==> src/hng_pkg.sv <==
`timescale 1ns / 1ps
// ----------------------------------------------------------------------------
// hng_pkg
// Shared types, constants and arithmetic helpers of the normal generator.
// ----------------------------------------------------------------------------
package hng_pkg;

	localparam int MAX_WIDTH  = 256;
	localparam int COL_W      = 8;
	localparam int ROW_W      = 12;
	localparam int HGT_W      = 16;
	localparam int Q_W        = 15;
	localparam int QDEPTH     = 4;
	localparam int QAW        = 2;
	localparam int S_W        = 34;
	localparam int P_W        = 66;
	localparam int TS_W       = 52;
	localparam int R_W        = 62;

	// configuration register indexes
	localparam logic [1:0] CFG_MAP_WIDTH  = 2'd0;
	localparam logic [1:0] CFG_MAP_HEIGHT = 2'd1;

	// one normal to compute: centre sample and its two neighbors
	typedef struct packed {
		logic [HGT_W-1:0] centre;
		logic [HGT_W-1:0] right;
		logic [HGT_W-1:0] below;
		logic [COL_W-1:0] col;
		logic [ROW_W-1:0] row;
		logic             done;
	} job_t;

	typedef struct packed {
		logic            take;
		logic [P_W-1:0]  p;
		logic [TS_W-1:0] ts;
	} qstep_t;

	// One bit of the quotient search. With t = 2q-1, p = t*t*s and ts = t*s,
	// try q + 2^b: t grows by 2^(b+1); keep it if t'^2 * s <= r.
	function automatic qstep_t quot_step(input logic [P_W-1:0] p,
		input logic [TS_W-1:0] ts, input logic [S_W-1:0] s,
		input logic [R_W-1:0] r, input logic [3:0] b);
		logic signed [67:0] pc;
		logic signed [67:0] tsx;
		logic [67:0]        sx;
		qstep_t             res;
		tsx = {{(68-TS_W){ts[TS_W-1]}}, ts};
		sx  = {{(68-S_W){1'b0}}, s};
		pc  = $signed({2'b00, p}) + (tsx <<< ({1'b0, b} + 5'd2))
			+ $signed(sx << ({1'b0, b, 1'b0} + 6'd2));
		res.take = (pc[67] == 1'b0) && (pc <= $signed({6'd0, r}));
		res.p    = res.take ? pc[P_W-1:0] : p;
		res.ts   = res.take ? (ts + TS_W'(sx << (b + 4'd1))) : ts;
		return res;
	endfunction

endpackage

==> src/hng_norm.sv <==
`timescale 1ns / 1ps
// ----------------------------------------------------------------------------
// hng_norm
// Normalizes one (i, 1.0, k) vector: squares, length term, then a 15-step
// bit search per component, and an output register.
// ----------------------------------------------------------------------------
module hng_norm
	import hng_pkg::*;
(
	input  logic        clk,
	input  logic        arst_n,
	input  logic        job_valid,
	output logic        job_ready,
	input  job_t        job,
	output logic        out_valid,
	input  logic        out_ready,
	output logic [71:0] out_data,
	output logic        out_last
);

	typedef enum logic [4:0] {
		B_IDLE = 5'b00001,
		B_SQ   = 5'b00010,
		B_SUM  = 5'b00100,
		B_ITER = 5'b01000,
		B_DONE = 5'b10000
	} bstate_t;

	bstate_t          state_q;
	logic [16:0]      di_s1, dk_s1;
	logic [15:0]      ai, ak;
	logic [31:0]      ai2_s2, ak2_s2;
	logic [S_W-1:0]   s_q;
	logic [R_W-1:0]   rx_q, rz_q, ry_q;
	logic [P_W-1:0]   px_q, py_q, pz_q;
	logic [TS_W-1:0]  tx_q, ty_q, tz_q;
	logic [Q_W-1:0]   qx_q, qy_q, qz_q;
	logic [3:0]       bit_q;
	logic [COL_W-1:0] col_s1;
	logic [ROW_W-1:0] row_s1;
	logic             done_s1;
	qstep_t           stx, sty, stz;
	logic [15:0]      nx, nz;
	logic             load;

	assign job_ready = (state_q == B_IDLE);
	assign ai = di_s1[16] ? 16'(-di_s1) : di_s1[15:0];
	assign ak = dk_s1[16] ? 16'(-dk_s1) : dk_s1[15:0];

	assign stx = quot_step(px_q, tx_q, s_q, rx_q, bit_q);
	assign sty = quot_step(py_q, ty_q, s_q, ry_q, bit_q);
	assign stz = quot_step(pz_q, tz_q, s_q, rz_q, bit_q);

	assign nx   = di_s1[16] ? 16'(-$signed({1'b0, qx_q})) : {1'b0, qx_q};
	assign nz   = dk_s1[16] ? 16'(-$signed({1'b0, qz_q})) : {1'b0, qz_q};
	assign load = (state_q == B_DONE) && (!out_valid || out_ready);

	// sequencer and output valid
	always_ff @(posedge clk or negedge arst_n) begin
		if (!arst_n) begin
			state_q   <= B_IDLE;
			out_valid <= 1'b0;
			bit_q     <= '0;
		end else begin
			case (state_q)
				B_IDLE: if (job_valid) state_q <= B_SQ;
				B_SQ:   state_q <= B_SUM;
				B_SUM: begin
					bit_q   <= 4'd14;
					state_q <= B_ITER;
				end
				B_ITER: begin
					if (bit_q == '0) state_q <= B_DONE;
					else bit_q <= bit_q - 4'd1;
				end
				B_DONE: if (load) state_q <= B_IDLE;
				default: state_q <= B_IDLE;
			endcase
			if (load) out_valid <= 1'b1;
			else if (out_ready) out_valid <= 1'b0;
		end
	end

	// datapath
	always_ff @(posedge clk) begin
		if (job_valid && job_ready) begin
			di_s1   <= {job.centre[15], job.centre} - {job.right[15], job.right};
			dk_s1   <= {job.centre[15], job.centre} - {job.below[15], job.below};
			col_s1  <= job.col;
			row_s1  <= job.row;
			done_s1 <= job.done;
		end
		if (state_q == B_SQ) begin
			ai2_s2 <= ai * ai;
			ak2_s2 <= ak * ak;
		end
		if (state_q == B_SUM) begin
			s_q  <= {2'b00, ai2_s2} + {2'b00, ak2_s2} + 34'd65536;
			rx_q <= {ai2_s2, 30'd0};
			rz_q <= {ak2_s2, 30'd0};
			ry_q <= R_W'(1) << 46;
			px_q <= P_W'({2'b00, ai2_s2} + {2'b00, ak2_s2} + 34'd65536);
			py_q <= P_W'({2'b00, ai2_s2} + {2'b00, ak2_s2} + 34'd65536);
			pz_q <= P_W'({2'b00, ai2_s2} + {2'b00, ak2_s2} + 34'd65536);
			tx_q <= -TS_W'({2'b00, ai2_s2} + {2'b00, ak2_s2} + 34'd65536);
			ty_q <= -TS_W'({2'b00, ai2_s2} + {2'b00, ak2_s2} + 34'd65536);
			tz_q <= -TS_W'({2'b00, ai2_s2} + {2'b00, ak2_s2} + 34'd65536);
			qx_q <= '0;
			qy_q <= '0;
			qz_q <= '0;
		end
		if (state_q == B_ITER) begin
			px_q <= stx.p;
			tx_q <= stx.ts;
			qx_q[bit_q] <= stx.take;
			py_q <= sty.p;
			ty_q <= sty.ts;
			qy_q[bit_q] <= sty.take;
			pz_q <= stz.p;
			tz_q <= stz.ts;
			qz_q[bit_q] <= stz.take;
		end
		if (load) begin
			out_data <= {5'd0, row_s1, col_s1, nz, qy_q, nx};
			out_last <= done_s1;
		end
	end

endmodule

==> config.mk <==
export PLATFORM = sky130hd
export DESIGN_NAME = hng_norm
export DESIGN_NICKNAME = d
export VERILOG_FILES = /design/src/hng_pkg.sv /design/src/hng_norm.sv
export SDC_FILE = /design/constraint.sdc
export NUM_CORES = 2
export LEC_CHECK = 0
export ABC_AREA = 1
export BUFFER_PORTS_ARGS = -buffer_cell sky130_fd_sc_hd__buf_2
export CAP_MARGIN = 5
export CORE_MARGIN = 10
export CORE_UTILIZATION = 31
export DETAILED_ROUTE_END_ITERATION = 7
export PLACE_DENSITY_LB_ADDON = 0.3
export SETUP_SLACK_MARGIN = 0.1
export SYNTH_ARGS = -nofsm -noshare
export SYNTH_HDL_FRONTEND = slang
export SYNTH_SLANG_ARGS = --single-unit
export TNS_END_PERCENT = 20
==> constraint.sdc <==
create_clock -name clk -period 26.9 [get_ports clk]
set_input_delay 4.035 -clock clk [delete_from_list [all_inputs] [get_ports clk]]
set_output_delay 4.035 -clock clk [all_outputs]
set_load 0.03 [all_outputs]
==> results_dict.tcl <==
set metrics [dict create \
    port-buffer-count 142 \
    ys_warn_count 0 \
    synth_edf_count 635 \
    min_path_type "flip-flop to flip-flop" \
    grt_max_degree 114 \
    antenna_found_initial 21 \
    fillers 30003 \
    h-tree-depth 3 \
    min_period_ns 12.57 \
    ctsRootBufferMaster "clkbuf_16" \
    maxCapViolCount 0 \
    hold_buffers 0 \
    synth_top_cell_by_area "edfxtp_1" \
    dp.cells 15759 \
    vias 83327 \
    synth.area.top_cells "edfxtp_1 (22%), nand2_1 (13%), fa_1 (12%), ha_1 (11%), inv_1 (8.6%)" \
    clk_latency_ns 0.82 \
    seq_area_sq_mm 0.0202 \
    hold_viol 0 \
    place_hpwl_microns 323000 \
    grt_pass1_vias 79503 \
    boundaryPins 148 \
    critPathRequiredTime_ns 27.27 \
    dieArea_sq_mm 0.300 \
    drt-vias-per-instance 5.23 \
    status "finished, final reports clean" \
    cts_tree "built" \
    ctsResizeCount 0 \
    clkTransAtPathRegs_ns 0.06 \
    synth_ff_type "edfxtp_1" \
    area_growth_pct 9.79 \
    slew-limit-headroom 0.123 \
    grt.overflow.total 0 \
    post_synth_and_or_nand_nor_area_fraction 0.237 \
    synth.area.mux_share 0.0162 \
    cp_common_cell "nand2_1" \
    antenna_left 0 \
    dr.pass1.iters 8 \
    min_period_over_period 0.467 \
    nets 13505 \
    netlist.area_leader.share 0.221 \
    cts_buffer_depth 3 \
    multi_input_area_sq_mm 0.0576 \
    synth_xor_area_frac 0.0316 \
    fp.dieH_microns 548 \
    critPathArrivalTime_ns 12.94 \
    drc 0 \
    floorplan.initialDensity 0.312 \
    fmax_mhz 79.5 \
    ys_seq_area_frac 0.234 \
    path_max_fanout 113 \
    syn_avg_cell_area_sq_um 7.15 \
    synthAdderAreaFrac 0.232 \
    slowest_delay_ns 0.76 \
    setup_slack_ns 14.33 \
    globalplace.congestion 1.07 \
    grt_pass1_wl_microns 547000 \
    skew_ns 0.110 \
    synth_top_family_by_area "simple AND/OR/NAND/NOR gates" \
    ys_ff_latch 690 \
    wl_per_cell_microns 24.1 \
    yosys.cell_count.top_type "nand2_1" \
    cts-buffers-inserted 93 \
    synth_area_sq_mm 0.0864 \
    end_kind "flip-flop" \
    syn_inst 12094 \
    dp_slack_ns 14.66 \
    rsz0062_at_grt "no" \
    final_layout_size_suffix_gt1_frac 0.0455 \
    async_flop_share 0.0145 \
    finalWirelength_microns 383000 \
    drv_slew 0 \
    fin_cells 15936 \
    start_kind "flip-flop" \
    die_x_microns 548 \
    tightest_slew_ns 1.31 \
    critical-path-slowest-cell "nor2_1" \
    synth_compound_area_frac 0.148 \
    cts_sinks 690 \
    ys_types 69 \
    num_rows 193 \
    postCtsSetupBuffers 0 \
    core_sq_mm 0.277 \
    grt.total_usage 0.245 \
    critPathKind "flip-flop to flip-flop" \
    synth_common_cells "nand2_1 (2963), inv_1 (1977), nor2_1 (1160)" \
    timing.setup.tns_ns 0 \
    drt_iter0_drc 9194 \
    setup_viol_count_final 0 \
]
[layout by cell type (no fill, tap or decap), types with 142 or more instances in the layout]
| cell type | n |
|---|---|
| nand2_1 | 2960 |
| inv_1 | 1974 |
| nor2_1 | 1155 |
| o21ai_0 | 989 |
| a21oi_1 | 799 |
| ha_1 | 747 |
| edfxtp_1 | 635 |
| nand3_1 | 537 |
| fa_1 | 533 |
| xor2_1 | 194 |
| buf_2 | 142 |
[worst max-delay path, delay by kind of cell, from the launching register on]
family | cells | cell delay [ns]
buf+inv | 8 | 3.52
compound gates | 6 | 1.59
fa+ha+maj | 4 | 1.58
simple gates | 23 | 4.54
xor+xnor | 1 | 0.11
flops | 1 | 0.68
[flip-flops by register name (all words and copies together) (netlist names), 4 cells and up]
| signal | flops |
|---|---|
| px_q | 66 |
| ak2_s2 | 31 |
| rx_q | 31 |
| row_s1 | 12 |
| qx_q | 15 |
| qy_q | 15 |
| s_q | 34 |
| rz_q | 31 |
| dk_s1 | 17 |
| pz_q | 66 |
| ty_q | 52 |
| out_data | 67 |
| bit_q | 4 |
| tx_q | 52 |
| di_s1 | 17 |
| state_q | 5 |
| tz_q | 52 |
| ai2_s2 | 31 |
| qz_q | 15 |
| py_q | 66 |
| col_s1 | 8 |
[per-stage QoR]
stage,util,hold WS (ns),cell area [sq um]
after floorplan,-,0.400,86500
after global placement,0.331,0.400,91600
after detailed placement,0.331,0.405,91600
after CTS,0.343,0.418,94900
after global routing,0.343,0.424,94900
final,0.343,0.417,94900
[logic make-up (layout without fill, tap and decap cells)]
family | Yosys count | after routing
multiplexers | 140 | 140
flip-flops | 690 | 690
other | 1 | 9
AO/OA/AOI/OAI | 2327 | 2327
buffers and inverters | 2308 | 2437
XOR/XNOR | 311 | 311
AND/OR/NAND/NOR | 5035 | 5035
adder cells (fa/ha/maj) | 1282 | 1282
[area by class of cell]
class | instances | share of cell area
well taps | 3705 | 0.0488
diodes | 4 | 0.000105
inverters | 1997 | 0.0792
multi-input cells | 9100 | 0.607
flip-flops and latches | 690 | 0.213
clock inverters | 66 | 0.00916
clock buffers | 106 | 0.0250
repair buffers | 268 | 0.0176
[path summary, 6_finish.rpt]
kind | start | endpoint | slack, ns | cells past startpoint
max | bit_q[0] | tx_q[20] | 14.33 | 42
min | row_s1[8] | out_data[63] | 0.42 | 0
max reg2reg | bit_q[0] | tx_q[20] | 14.33 | 42
min reg2reg | row_s1[8] | out_data[63] | 0.42 | 0
max in group asynchronous | arst_n | bit_q[1] | 23.27 | 1
min in group asynchronous | arst_n | out_valid | 3.15 | 1
[routing by layer]
metal,vias to the layer above,track usage,part of all wire,wire [microns]
met5,-,0,0.00010,39
met3,700,0.0380,0.080,30600
met4,4,0.150,0.076,29000
met2,3495,0.381,0.43,165000
met1,39498,0.319,0.41,158000
li1,39630,-,-,-
Power is left out: the tool's default activity adds up to more than one toggle a clock period on the data nets, which glitch-free logic cannot reach.
