==> config.mk <==
export PLATFORM = sky130hd
export DESIGN_NAME = hng_queue
export DESIGN_NICKNAME = d
export VERILOG_FILES = /design/src/hng_pkg.sv /design/src/hng_queue.sv
export SDC_FILE = /design/constraint.sdc
export NUM_CORES = 1
export LEC_CHECK = 0
export BUFFER_PORTS_ARGS = -buffer_cell sky130_fd_sc_hd__buf_2
export CORE_MARGIN = 10
export CORE_UTILIZATION = 60
export CTS_CLUSTER_DIAMETER = 60
export CTS_CLUSTER_SIZE = 20
export DETAILED_ROUTE_END_ITERATION = 10
export GPL_ROUTABILITY_DRIVEN = 0
export PLACE_DENSITY = 0.83
export SLEW_MARGIN = 20
export SYNTH_ARGS = -nofsm -noshare
export SYNTH_HDL_FRONTEND = slang
export SYNTH_SLANG_ARGS = --single-unit
==> constraint.sdc <==
create_clock -name clk -period 8.2 [get_ports clk]
set_clock_uncertainty 0.2 [all_clocks]
set_input_delay 1.64 -clock clk [delete_from_list [all_inputs] [get_ports clk]]
set_output_delay 1.64 -clock clk [all_outputs]
set_load 0.01 [all_outputs]
==> src/hng_pkg.sv <==
`timescale 1ns / 1ps
// ----------------------------------------------------------------------------
// hng_pkg
// Shared types, constants and arithmetic helpers of the normal generator.
// ----------------------------------------------------------------------------
package hng_pkg;

	localparam int MAX_WIDTH  = 256;
	localparam int COL_W      = 8;
	localparam int ROW_W      = 12;
	localparam int HGT_W      = 16;
	localparam int Q_W        = 15;
	localparam int QDEPTH     = 4;
	localparam int QAW        = 2;
	localparam int S_W        = 34;
	localparam int P_W        = 66;
	localparam int TS_W       = 52;
	localparam int R_W        = 62;

	// configuration register indexes
	localparam logic [1:0] CFG_MAP_WIDTH  = 2'd0;
	localparam logic [1:0] CFG_MAP_HEIGHT = 2'd1;

	// one normal to compute: centre sample and its two neighbors
	typedef struct packed {
		logic [HGT_W-1:0] centre;
		logic [HGT_W-1:0] right;
		logic [HGT_W-1:0] below;
		logic [COL_W-1:0] col;
		logic [ROW_W-1:0] row;
		logic             done;
	} job_t;

	typedef struct packed {
		logic            take;
		logic [P_W-1:0]  p;
		logic [TS_W-1:0] ts;
	} qstep_t;

	// One bit of the quotient search. With t = 2q-1, p = t*t*s and ts = t*s,
	// try q + 2^b: t grows by 2^(b+1); keep it if t'^2 * s <= r.
	function automatic qstep_t quot_step(input logic [P_W-1:0] p,
		input logic [TS_W-1:0] ts, input logic [S_W-1:0] s,
		input logic [R_W-1:0] r, input logic [3:0] b);
		logic signed [67:0] pc;
		logic signed [67:0] tsx;
		logic [67:0]        sx;
		qstep_t             res;
		tsx = {{(68-TS_W){ts[TS_W-1]}}, ts};
		sx  = {{(68-S_W){1'b0}}, s};
		pc  = $signed({2'b00, p}) + (tsx <<< ({1'b0, b} + 5'd2))
			+ $signed(sx << ({1'b0, b, 1'b0} + 6'd2));
		res.take = (pc[67] == 1'b0) && (pc <= $signed({6'd0, r}));
		res.p    = res.take ? pc[P_W-1:0] : p;
		res.ts   = res.take ? (ts + TS_W'(sx << (b + 4'd1))) : ts;
		return res;
	endfunction

endpackage

==> src/hng_queue.sv <==
`timescale 1ns / 1ps
// ----------------------------------------------------------------------------
// hng_queue
// Small job FIFO between the sample front end and the normal unit.
// ----------------------------------------------------------------------------
module hng_queue
	import hng_pkg::*;
(
	input  logic clk,
	input  logic arst_n,
	input  logic in_valid,
	output logic in_ready,
	input  job_t in_job,
	output logic out_valid,
	input  logic out_ready,
	output job_t out_job
);

	job_t           mem_q [QDEPTH];
	logic [QAW-1:0] wptr_q, rptr_q;
	logic [QAW:0]   count_q;
	logic           push, pop;

	assign in_ready  = (count_q != (QAW+1)'(QDEPTH));
	assign out_valid = (count_q != '0);
	assign out_job   = mem_q[rptr_q];
	assign push      = in_valid && in_ready;
	assign pop       = out_valid && out_ready;

	// pointers and fill level
	always_ff @(posedge clk or negedge arst_n) begin
		if (!arst_n) begin
			wptr_q  <= '0;
			rptr_q  <= '0;
			count_q <= '0;
		end else begin
			if (push) wptr_q <= wptr_q + 1'b1;
			if (pop) rptr_q <= rptr_q + 1'b1;
			if (push && !pop) count_q <= count_q + 1'b1;
			else if (pop && !push) count_q <= count_q - 1'b1;
		end
	end

	always_ff @(posedge clk) begin
		if (push) mem_q[wptr_q] <= in_job;
	end

endmodule

==> results.ini, run 1 <==
[route]
detail_route.iter0.violations = 262
wl_mm = 18.8
dr_wl_met2_mm = 9.58
detail_route.vias_per_cell = 5.83
highest_routed_metal_layer = met4
num_vias = 4554
met3RoutedLength_mm = 1.55
detail_route.first_pass.iterations = 4
post_drt_wl_per_cell_um = 24.1
m1WireLength_mm = 7.46
drt_drc_violations_left = 0
antenna_left = 0

[grt]
first_global_vias = 5016
number_of_antenna_violations_at_the_first_check_in_global_routing = 3
grt_pass1_wl_mm = 29.5
grt_overflow_total = 0
grt_use_total_pct = 15.9
grt_max_degree = 71

[logic_synthesis]
synth.avg_cell_area_sq_um = 26.4
synth_top_area_share_pct = 79.4
synth.most_common_cell = edfxtp_1
synthesis.instances = 396
yosysWarningCount = 0
postSynthRegisterBits = 283
synth.cell_area_sq_um = 10400
synth.top_cells.by_area = edfxtp_1 (79%), mux4_2 (15%), dfrtp_1 (1.7%)
ys_types = 20
async_reset_ff_share_pct = 2.47
synth.cells.most_frequent = edfxtp_1 (276), mux4_2 (68), buf_12 (7), buf_2 (7), dfrtp_1 (7)
synth_ff_type = edfxtp_1
synth_enable_flop_cells = 276
synth_nets = 475
synth_top_cell_by_area = edfxtp_1
synth_seq_area_share_pct = 81.0

[place]
dp_hpwl_mm = 11.1
port_buffers = 143

[clocking]
cts-htree-levels = 1
cts_setup_buffers = 0
clk_root_buffer_cell = clkbuf_16
clock_pin_slew_worst_setup_and_hold_paths_ns = 0.08
numClockSinks = 283
clockBufferDepth = 3
tritoncts = built
clkLatencyLatePin_ns = 0.49
post_cts_resized = 0
tritoncts.num_buffers = 18
holdBufCountCts = 0

[layout]
final_util_pct = 68.7
final.fill_count = 1079
multi_input_gate_area_sq_um = 1790
seq_area_sq_um = 8470
syn2layout_area_growth_pct = 13.0
fin_nets = 623
layout-drive-gt1-share_pct = 43.8

[setup_path]
worst_path_largest_cell_delay_ns = 0.85
worstPathMaxFanout = 41
cp_num_buf_inv = 2
critical_path.top_delay_family = buffers and inverters
crit_chain = buf_4, mux4_2, buf_2
worstPathArrival_ns = 2.96
timing.critical_path.slowest_stage_cell = dfrtp_4
worst-endpoint-required_ns = 6.36
timing.critical_path.to_type = primary output
worst_setup_path_start_kind = flop
class_of_the_most_critical_setup_path = flop to primary output

[floorplanning]
chipHeight_um = 152
area_of_the_die_sq_um = 23100
coreArea_sq_um = 17200
start_util_pct = 60.8
top_level_ports = 144
floorplan.rows = 48
die_width_um = 152

[sta]
totalNegativeSetupSlack_ns = 0
hold_vio_cnt_final = 0
rsz0062_at_grt = no
worst_case_headroom_to_the_max_slew_limit_pct = 29.2
timing.final.max_slew_violations = 0
timing.final.setup_violations = 0
finalWorstPathRequiredPeriod_ns = 4.80
worstMarginPinSlew_ns = 1.06
achievable-frequency_mhz = 209
post-route-period-util_pct = 58.5

[power_and_ir_drop]
power.leakage_nw = 3.99
power.density_nw_per_um2 = 350
worst_ir_drop_vdd_uv = 307

[run_status]
run_status = finished, final reports clean

[hold_path]
min-delay-path-class = flop to flop

[run]
cap_viol_max_count = 0

stage by stage:
stage | setup WS (ns) | total power [mW] | cell area, sq um | std cells | hold WS (ns)
floorplan | 4.00 | 2.93 | 10400 | 396 | 0.293
global placement | 3.85 | 3.29 | 11300 | 749 | 0.309
detailed placement | 3.83 | 3.33 | 11300 | 749 | 0.338
CTS | 3.27 | 4.19 | 11800 | 778 | 0.354
global route | 3.12 | 4.34 | 11800 | 779 | 0.390
finish | 3.40 | 4.13 | 11800 | 781 | 0.347
worst paths after layout:
kind / depth (start not counted) / startpoint / slack, ns / to
hold / removal: 1 / count_q[2] / 0.35 / count_q[2]
setup / recovery: 3 / rptr_q[0] / 3.40 / out_job[24]
setup reg to reg: 3 / count_q[0] / 5.76 / mem_q[1][16]
min in group asynchronous: 1 / arst_n / 0.76 / count_q[2]
hold reg to reg: 1 / count_q[2] / 0.35 / count_q[2]
max in group asynchronous: 1 / arst_n / 6.85 / rptr_q[1]
power by group:
part           leakage [nW]  switching, mW  internal, mW  total, mW
logic                  1.13          0.594         0.566       1.16
registers              2.61          0.188          1.92       2.11
clock network         0.254          0.432         0.428      0.861
sequential cells by signal, summed over array words and instances, names as in the netlist:
| signal | count |
|---|---|
| wptr_q | 2 |
| mem_q | 276 |
| rptr_q | 2 |
| count_q | 3 |
cell usage in the layout, fill, tap and decap left out, drive strengths merged:
| master | n |
|---|---|
| mux2 | 2 |
| a21boi | 1 |
| or3 | 1 |
| inv | 4 |
| edfxtp | 276 |
| nand2 | 2 |
| xnor2 | 4 |
| dfrtp | 7 |
| clkinv | 3 |
| ha | 5 |
| buf | 144 |
| nor2 | 2 |
| mux4 | 69 |
| fa | 1 |
| diode | 3 |
| xor2 | 2 |
| and2 | 4 |
| clkbuf | 25 |
| nand3 | 1 |
kinds of logic after synthesis:
kind of cell | count (synthesis) | synth area share (%)
muxes | 71 | 15.1
DFF | 283 | 81.0
buffers and inverters | 19 | 1.93
and+or+nand+nor | 10 | 0.491
xor gates and xnor gates | 6 | 0.503
AOI/OAI and AO/OA | 1 | 0.108
adders and majority gates | 6 | 0.791
final cells by class:
class	instances	share of cell area, %
clock buffer	25	4.22
tap	225	2.38
multi-input combinational	94	15.1
sequential	283	71.8
antenna	3	0.0636
inverter	3	0.0954
timing repair buffer	144	6.13
clock inverter	4	0.201
metal layers:
metal,GRT usage (%),vias to the layer above
met5,0,-
met4,3.07,0
met3,4.37,17
met2,26.4,162
met1,20.9,2392
li1,-,1983
(Power assumes the default switching activity.)
==> run 2: changes to the inputs <==
- CORE_UTILIZATION: 60 -> 51
- PLACE_DENSITY: 0.83 -> 0.75
- clock period: 8.2 -> 4.2 ns (I/O delays scaled with it)
==> results.ini, run 2 (synthesis results as in run 1) <==
[run_status]
run_status = finished, final reports clean

[setup_path]
crit_start = rptr_q[1]
timing.critical_path.slowest_stage_cell = dfrtp_4
worstPathMaxFanout = 70  ; +71%
r2r_start = count_q[0]
worst-endpoint-required_ns = 3.16  ; -3.20 ns
worst_path_largest_cell_delay_ns = 1.15  ; +0.30 ns
reg2reg_setup_slack_ns = 1.86  ; -3.90 ns
class_of_the_most_critical_setup_path = flop to primary output
worst_setup_path_start_kind = flop
crit_chain = mux4_2, buf_2
worstPathArrival_ns = 2.27  ; -0.69 ns
worst_r2r_path_depth = 8  ; +5
timing.critical_path.to_type = primary output

[run]
cap_viol_max_count = 0  ; unchanged

[clocking]
cts-htree-levels = 1  ; unchanged
clkLatencyLatePin_ns = 0.48  ; about the same
tritoncts = built
cts_setup_buffers = 0  ; unchanged
clockBufferDepth = 3  ; unchanged
clock_pin_slew_worst_setup_and_hold_paths_ns = 0.08  ; about the same
clk_root_buffer_cell = clkbuf_16
numClockSinks = 283  ; unchanged
tritoncts.num_buffers = 19  ; +1

[power_and_ir_drop]
power.density_nw_per_um2 = 683  ; +95%
power.total_mw = 8.23  ; +99%
power.leakage_nw = 4.07  ; +2.1%
worst_ir_drop_vdd_uv = 395  ; +29%

[route]
num_vias = 4516  ; -0.83%
drt_drc_violations_left = 0  ; unchanged
antenna_left = 0  ; unchanged
wl_mm = 18.4  ; -2.3%
detail_route.vias_per_cell = 5.43  ; -6.8%
detail_route.first_pass.iterations = 4  ; unchanged
detail_route.iter0.violations = 213  ; -19%
post_drt_wl_per_cell_um = 22.1  ; -8.2%

[grt]
number_of_antenna_violations_at_the_first_check_in_global_routing = 2  ; -1
met1_usage_pct = 16.9  ; -4.0 points
grt_overflow_total = 0  ; unchanged
grt_max_degree = 71  ; unchanged
first_global_vias = 5087  ; +1.4%
global_route.peak_usage_layer = met2
grt_use_met2_pct = 24.7  ; -1.7 points
grt_pass1_wl_mm = 29.1  ; -1.2%
grt_use_total_pct = 14.0  ; -1.9 points
grt_util_met3_pct = 3.90  ; -0.47 points

[floorplanning]
top_level_ports = 144  ; unchanged
chipHeight_um = 163  ; +7.3%
area_of_the_die_sq_um = 26600  ; +15%
floorplan.rows = 52  ; +8.3%
start_util_pct = 51.8  ; -9.0 points
coreArea_sq_um = 20200  ; +17%
die_width_um = 163  ; +7.3%

[layout]
largest_register_ff_count = 276  ; unchanged
final_util_pct = 59.7  ; -9.0 points
layout-drive-gt1-share_pct = 45.0  ; +1.2 points
finish.instance_area_sq_um = 12100  ; +2.1%
reg.largest.list = mem_q x276, count_q x3
fin_nets = 631  ; +1.3%
regMostFlops = mem_q
final_cell_mix = edfxtp_1 (276), buf_2 (143), mux4_2 (68)
syn2layout_area_growth_pct = 15.4
most_frequent_standard_cell_in_the_layout_excluding_fill_and_tap_cells = edfxtp_1
finish.cell_count_without_fillers = 831  ; +6.4%

[place]
dp_hpwl_mm = 11.0  ; -1.1%
placed_cell_area_sq_um = 11400  ; +0.74%
preCtsSetupSlack_ns = 1.34  ; -2.49 ns
dp_cells = 796  ; +6.3%
port_buffers = 143  ; unchanged

[sta]
post-route-worst-setup-slack_ns = 0.885  ; -2.52 ns
timing.final.max_slew_violations = 0  ; unchanged
achievable-frequency_mhz = 302
finalWorstPathRequiredPeriod_ns = 3.31
smallest_hold_slack_ns = 0.354  ; +0.00675 ns
post-route-period-util_pct = 78.9
worstMarginPinSlew_ns = 1.07  ; +0.00753 ns
rsz0062_at_grt = no
worst_case_headroom_to_the_max_slew_limit_pct = 28.7  ; -0.50 points
timing.final.setup_violations = 0  ; unchanged
hold_vio_cnt_final = 0  ; unchanged
totalNegativeSetupSlack_ns = 0  ; unchanged

[hold_path]
min-delay-path-class = flop to flop
worst_hold_path.num_cells = 1  ; unchanged
worstHoldStart = count_q[2]

run 2: cell types whose count changed in the layout (fill, tap and decap cells not counted), sizes merged, moves of 2 or more:
| cell | delta |
|---|---|
| clkinv | +2 |
| clkbuf | -4 |
| diode | -2 |
| buf | +6 |
| bufinv | +2 |
run 2: final timing paths:
kind                                     to
worst max-delay path            out_job[66]
worst min-delay path             count_q[2]
worst max register to register   count_q[2]
worst min register to register   count_q[2]
max in group asynchronous         rptr_q[0]
min in group asynchronous        count_q[2]
run 2: critical path: cells and delay by family (launching register included):
kind     cells  cell delay, ns
buf+inv      1            0.17
flops        1            1.15
mux          1            0.47
run 2: layer usage:
layer	share of wire [%]	vias up
li1	-	1997
met1	39	2379
met2	53	116
met3	7.1	22
met4	1.1	2
met5	0.038	-
run 2: repair_timing:
item / CTS / global route
hold endpoints to repair: 7 / 0
resized for setup: 0 / 0
hold buffers: 1 / 0
run 2: area by class of cell:
| cell class | count | area, sq um |
|---|---|---|
| sequential | 283 | 8470 |
| antenna | 1 | 2.50 |
| inverter | 3 | 11.3 |
| timing repair buffer | 151 | 856 |
| clock buffer | 21 | 483 |
| fill | 1448 | 8120 |
| multi-input combinational | 94 | 1790 |
| tap | 270 | 338 |
| clock inverter | 8 | 101 |
run 2: where the power goes:
| part | switching [mW] | total (mW) | internal [mW] |
|---|---|---|---|
| sequential | 0.332 | 4.06 | 3.73 |
| clock | 0.834 | 1.79 | 0.956 |
| combinational | 1.19 | 2.38 | 1.18 |
| total | 2.36 | 8.23 | 5.87 |
==> run 3: changes to the inputs <==
- CORE_UTILIZATION: 51 -> 57
- PLACE_DENSITY: 0.75 -> 0.79
- clock period: 4.2 -> 3.1 ns (I/O delays scaled with it)
==> results.ini, run 3 (synthesis results as in run 1) <==
[power_and_ir_drop]
worst_ir_drop_vdd_uv = 624  ; +58%
power.leakage_nw = 4.10  ; +0.65%
comb_power_share_pct = 31.4  ; +2.5 points
power.share.clock_pct = 21.2  ; -0.5 points
swShare_pct = 28.9  ; +0.25 points
seq_power_share_pct = 47.4  ; -2.0 points
power.net_switching_mw = 3.23  ; +37%
internal_power_mw = 7.95  ; +35%
power.density_nw_per_um2 = 928  ; +36%

[sta]
post-route-period-util_pct = 90.6
achievable-frequency_mhz = 356
worstMarginPinSlew_ns = 0.376  ; -0.694 ns
finalWorstPathRequiredPeriod_ns = 2.81
hold_vio_cnt_final = 0  ; unchanged
rsz0062_at_grt = no
timing.final.setup_violations = 0  ; unchanged
worst_case_headroom_to_the_max_slew_limit_pct = 74.9  ; +46 points
timing.final.max_slew_violations = 0  ; unchanged
totalNegativeSetupSlack_ns = 0  ; unchanged

[hold_path]
min-delay-path-class = primary input to flop

[floorplanning]
top_level_ports = 144  ; unchanged
chipHeight_um = 155  ; -4.7%
coreArea_sq_um = 18000  ; -11%
area_of_the_die_sq_um = 24100  ; -9.3%
die_width_um = 155  ; -4.7%
start_util_pct = 58.1  ; +6.4 points
floorplan.rows = 49  ; -5.8%

[clocking]
clk_root_buffer_cell = clkbuf_16
tritoncts.num_buffers = 18  ; -1
clock_pin_slew_worst_setup_and_hold_paths_ns = 0.08  ; about the same
cts_setup_buffers = 0  ; unchanged
numClockSinks = 283  ; unchanged
tritoncts = built
cts-htree-levels = 1  ; unchanged
clockBufferDepth = 3  ; unchanged
clkLatencyLatePin_ns = 0.49  ; about the same

[run]
cap_viol_max_count = 0  ; unchanged

[layout]
reg.largest.list = mem_q x276, count_q x3
fin_nets = 637  ; +0.95%
largest_register_ff_count = 276  ; unchanged
regMostFlops = mem_q
most_frequent_standard_cell_in_the_layout_excluding_fill_and_tap_cells = edfxtp_1
finish.instance_area_sq_um = 12100  ; about the same
syn2layout_area_growth_pct = 15.4  ; about the same
final_cell_mix = edfxtp_1 (276), buf_2 (143), mux4_2 (68)
final.fill_count = 1156  ; -20%
layout-drive-gt1-share_pct = 44.9  ; -0.088 points
final_util_pct = 67.1  ; +7.3 points

[setup_path]
worst-endpoint-required_ns = 2.28  ; -0.88 ns
class_of_the_most_critical_setup_path = flop to primary output
worstPathArrival_ns = 1.99  ; -0.28 ns
timing.critical_path.to_type = primary output
worst_setup_path_start_kind = flop
worstPathMaxFanout = 31  ; -56%

[run_status]
run_status = finished, final reports clean

[route]
drt_drc_violations_left = 0  ; unchanged
wl_mm = 18.8  ; +2.5%
num_vias = 4594  ; +1.7%
post_drt_wl_per_cell_um = 23.5  ; +6.3%
detail_route.first_pass.iterations = 5  ; +1
antenna_left = 0  ; unchanged
detail_route.iter0.violations = 288  ; +35%
detail_route.vias_per_cell = 5.74  ; +5.5%

[grt]
grt_pass1_wl_mm = 29.6  ; +1.5%
grt_max_degree = 44  ; -38%
first_global_vias = 5098  ; +0.22%
grt_use_total_pct = 15.6  ; +1.6 points
number_of_antenna_violations_at_the_first_check_in_global_routing = 3  ; +1
grt_overflow_total = 0  ; unchanged

[place]
dp_hpwl_mm = 12.5  ; +14%
placed_cell_area_sq_um = 11500  ; +1.0%
port_buffers = 143  ; unchanged

## run 3: cell types whose count changed in the layout (fill, tap and decap cells not counted), sizes merged
cell | previous run | this run
buf | 150 | 157
bufinv | 2 | 1
clkbuf | 21 | 29
clkinv | 5 | 0
diode | 1 | 2
inv | 3 | 4
## run 3: per-stage QoR
stage               power [mW]  worst slack (ns)  hold WS [ns]  cells
floorplan                 7.71             0.671         0.124    396
global placement          8.90             0.716         0.262    766
detailed placement        9.01             0.652         0.265    766
CTS                       11.4             0.239         0.114    799
global route              11.8             0.199         0.124    799
finish                    11.2             0.293         0.139    801
## run 3: per-layer routing
| layer | vias up | track usage, % | wire length [um] |
|---|---|---|---|
| met5 | - | 1.51 | 97 |
| met4 | 8 | 3.30 | 250 |
| met3 | 27 | 5.10 | 1670 |
| met2 | 168 | 25.4 | 9380 |
| met1 | 2369 | 20.3 | 7420 |
| li1 | 2022 | - | - |
## run 3: layout make-up
cell class                      count  area, sq um  area share [%]
Antenna cell                        2         5.00          0.0415
Clock buffer                       29          513            4.26
Clock inverter                      3         46.3           0.384
Inverter                            3         11.3          0.0934
Multi-Input combinational cell     94         1790            14.8
Sequential cell                   283         8470            70.3
Tap cell                          229          287            2.38
Timing Repair Buffer              158          931            7.72
## run 3: power by group through the flow
stage          clock network (mW)  registers [mW]  logic (mW)
6_report                     2.37            5.30        3.51
5_1_grt                      2.59            5.36        3.81
4_1_cts                      2.44            5.31        3.63
3_5_place_dp                    0            5.40        3.61
3_3_place_gp                    0            5.33        3.57
2_1_floorplan                   0            5.27        2.45
## run 3: critical path: stages, from the launching register on
cell and delay, ns:
dfrtp_4 0.47, buf_12 0.26, mux4_2 0.58, buf_2 0.16
## run 3: final timing paths
path,to,slack (ns),cells after the start,start
min in group asynchronous,rptr_q[1],0.31,2,arst_n
worst max register to register,count_q[2],0.75,8,count_q[1]
worst min-delay path,mem_q[0][39],0.14,1,in_job[39]
max in group asynchronous,rptr_q[0],2.21,2,arst_n
worst max-delay path,out_job[23],0.29,3,rptr_q[0]
worst min register to register,count_q[2],0.35,1,count_q[2]
## run 3: repair_timing
item / in CTS / in global routing
gates resized for setup: 0 / 0
hold buffers: 1 / 0
endpoints found under the hold margin: 7 / 0
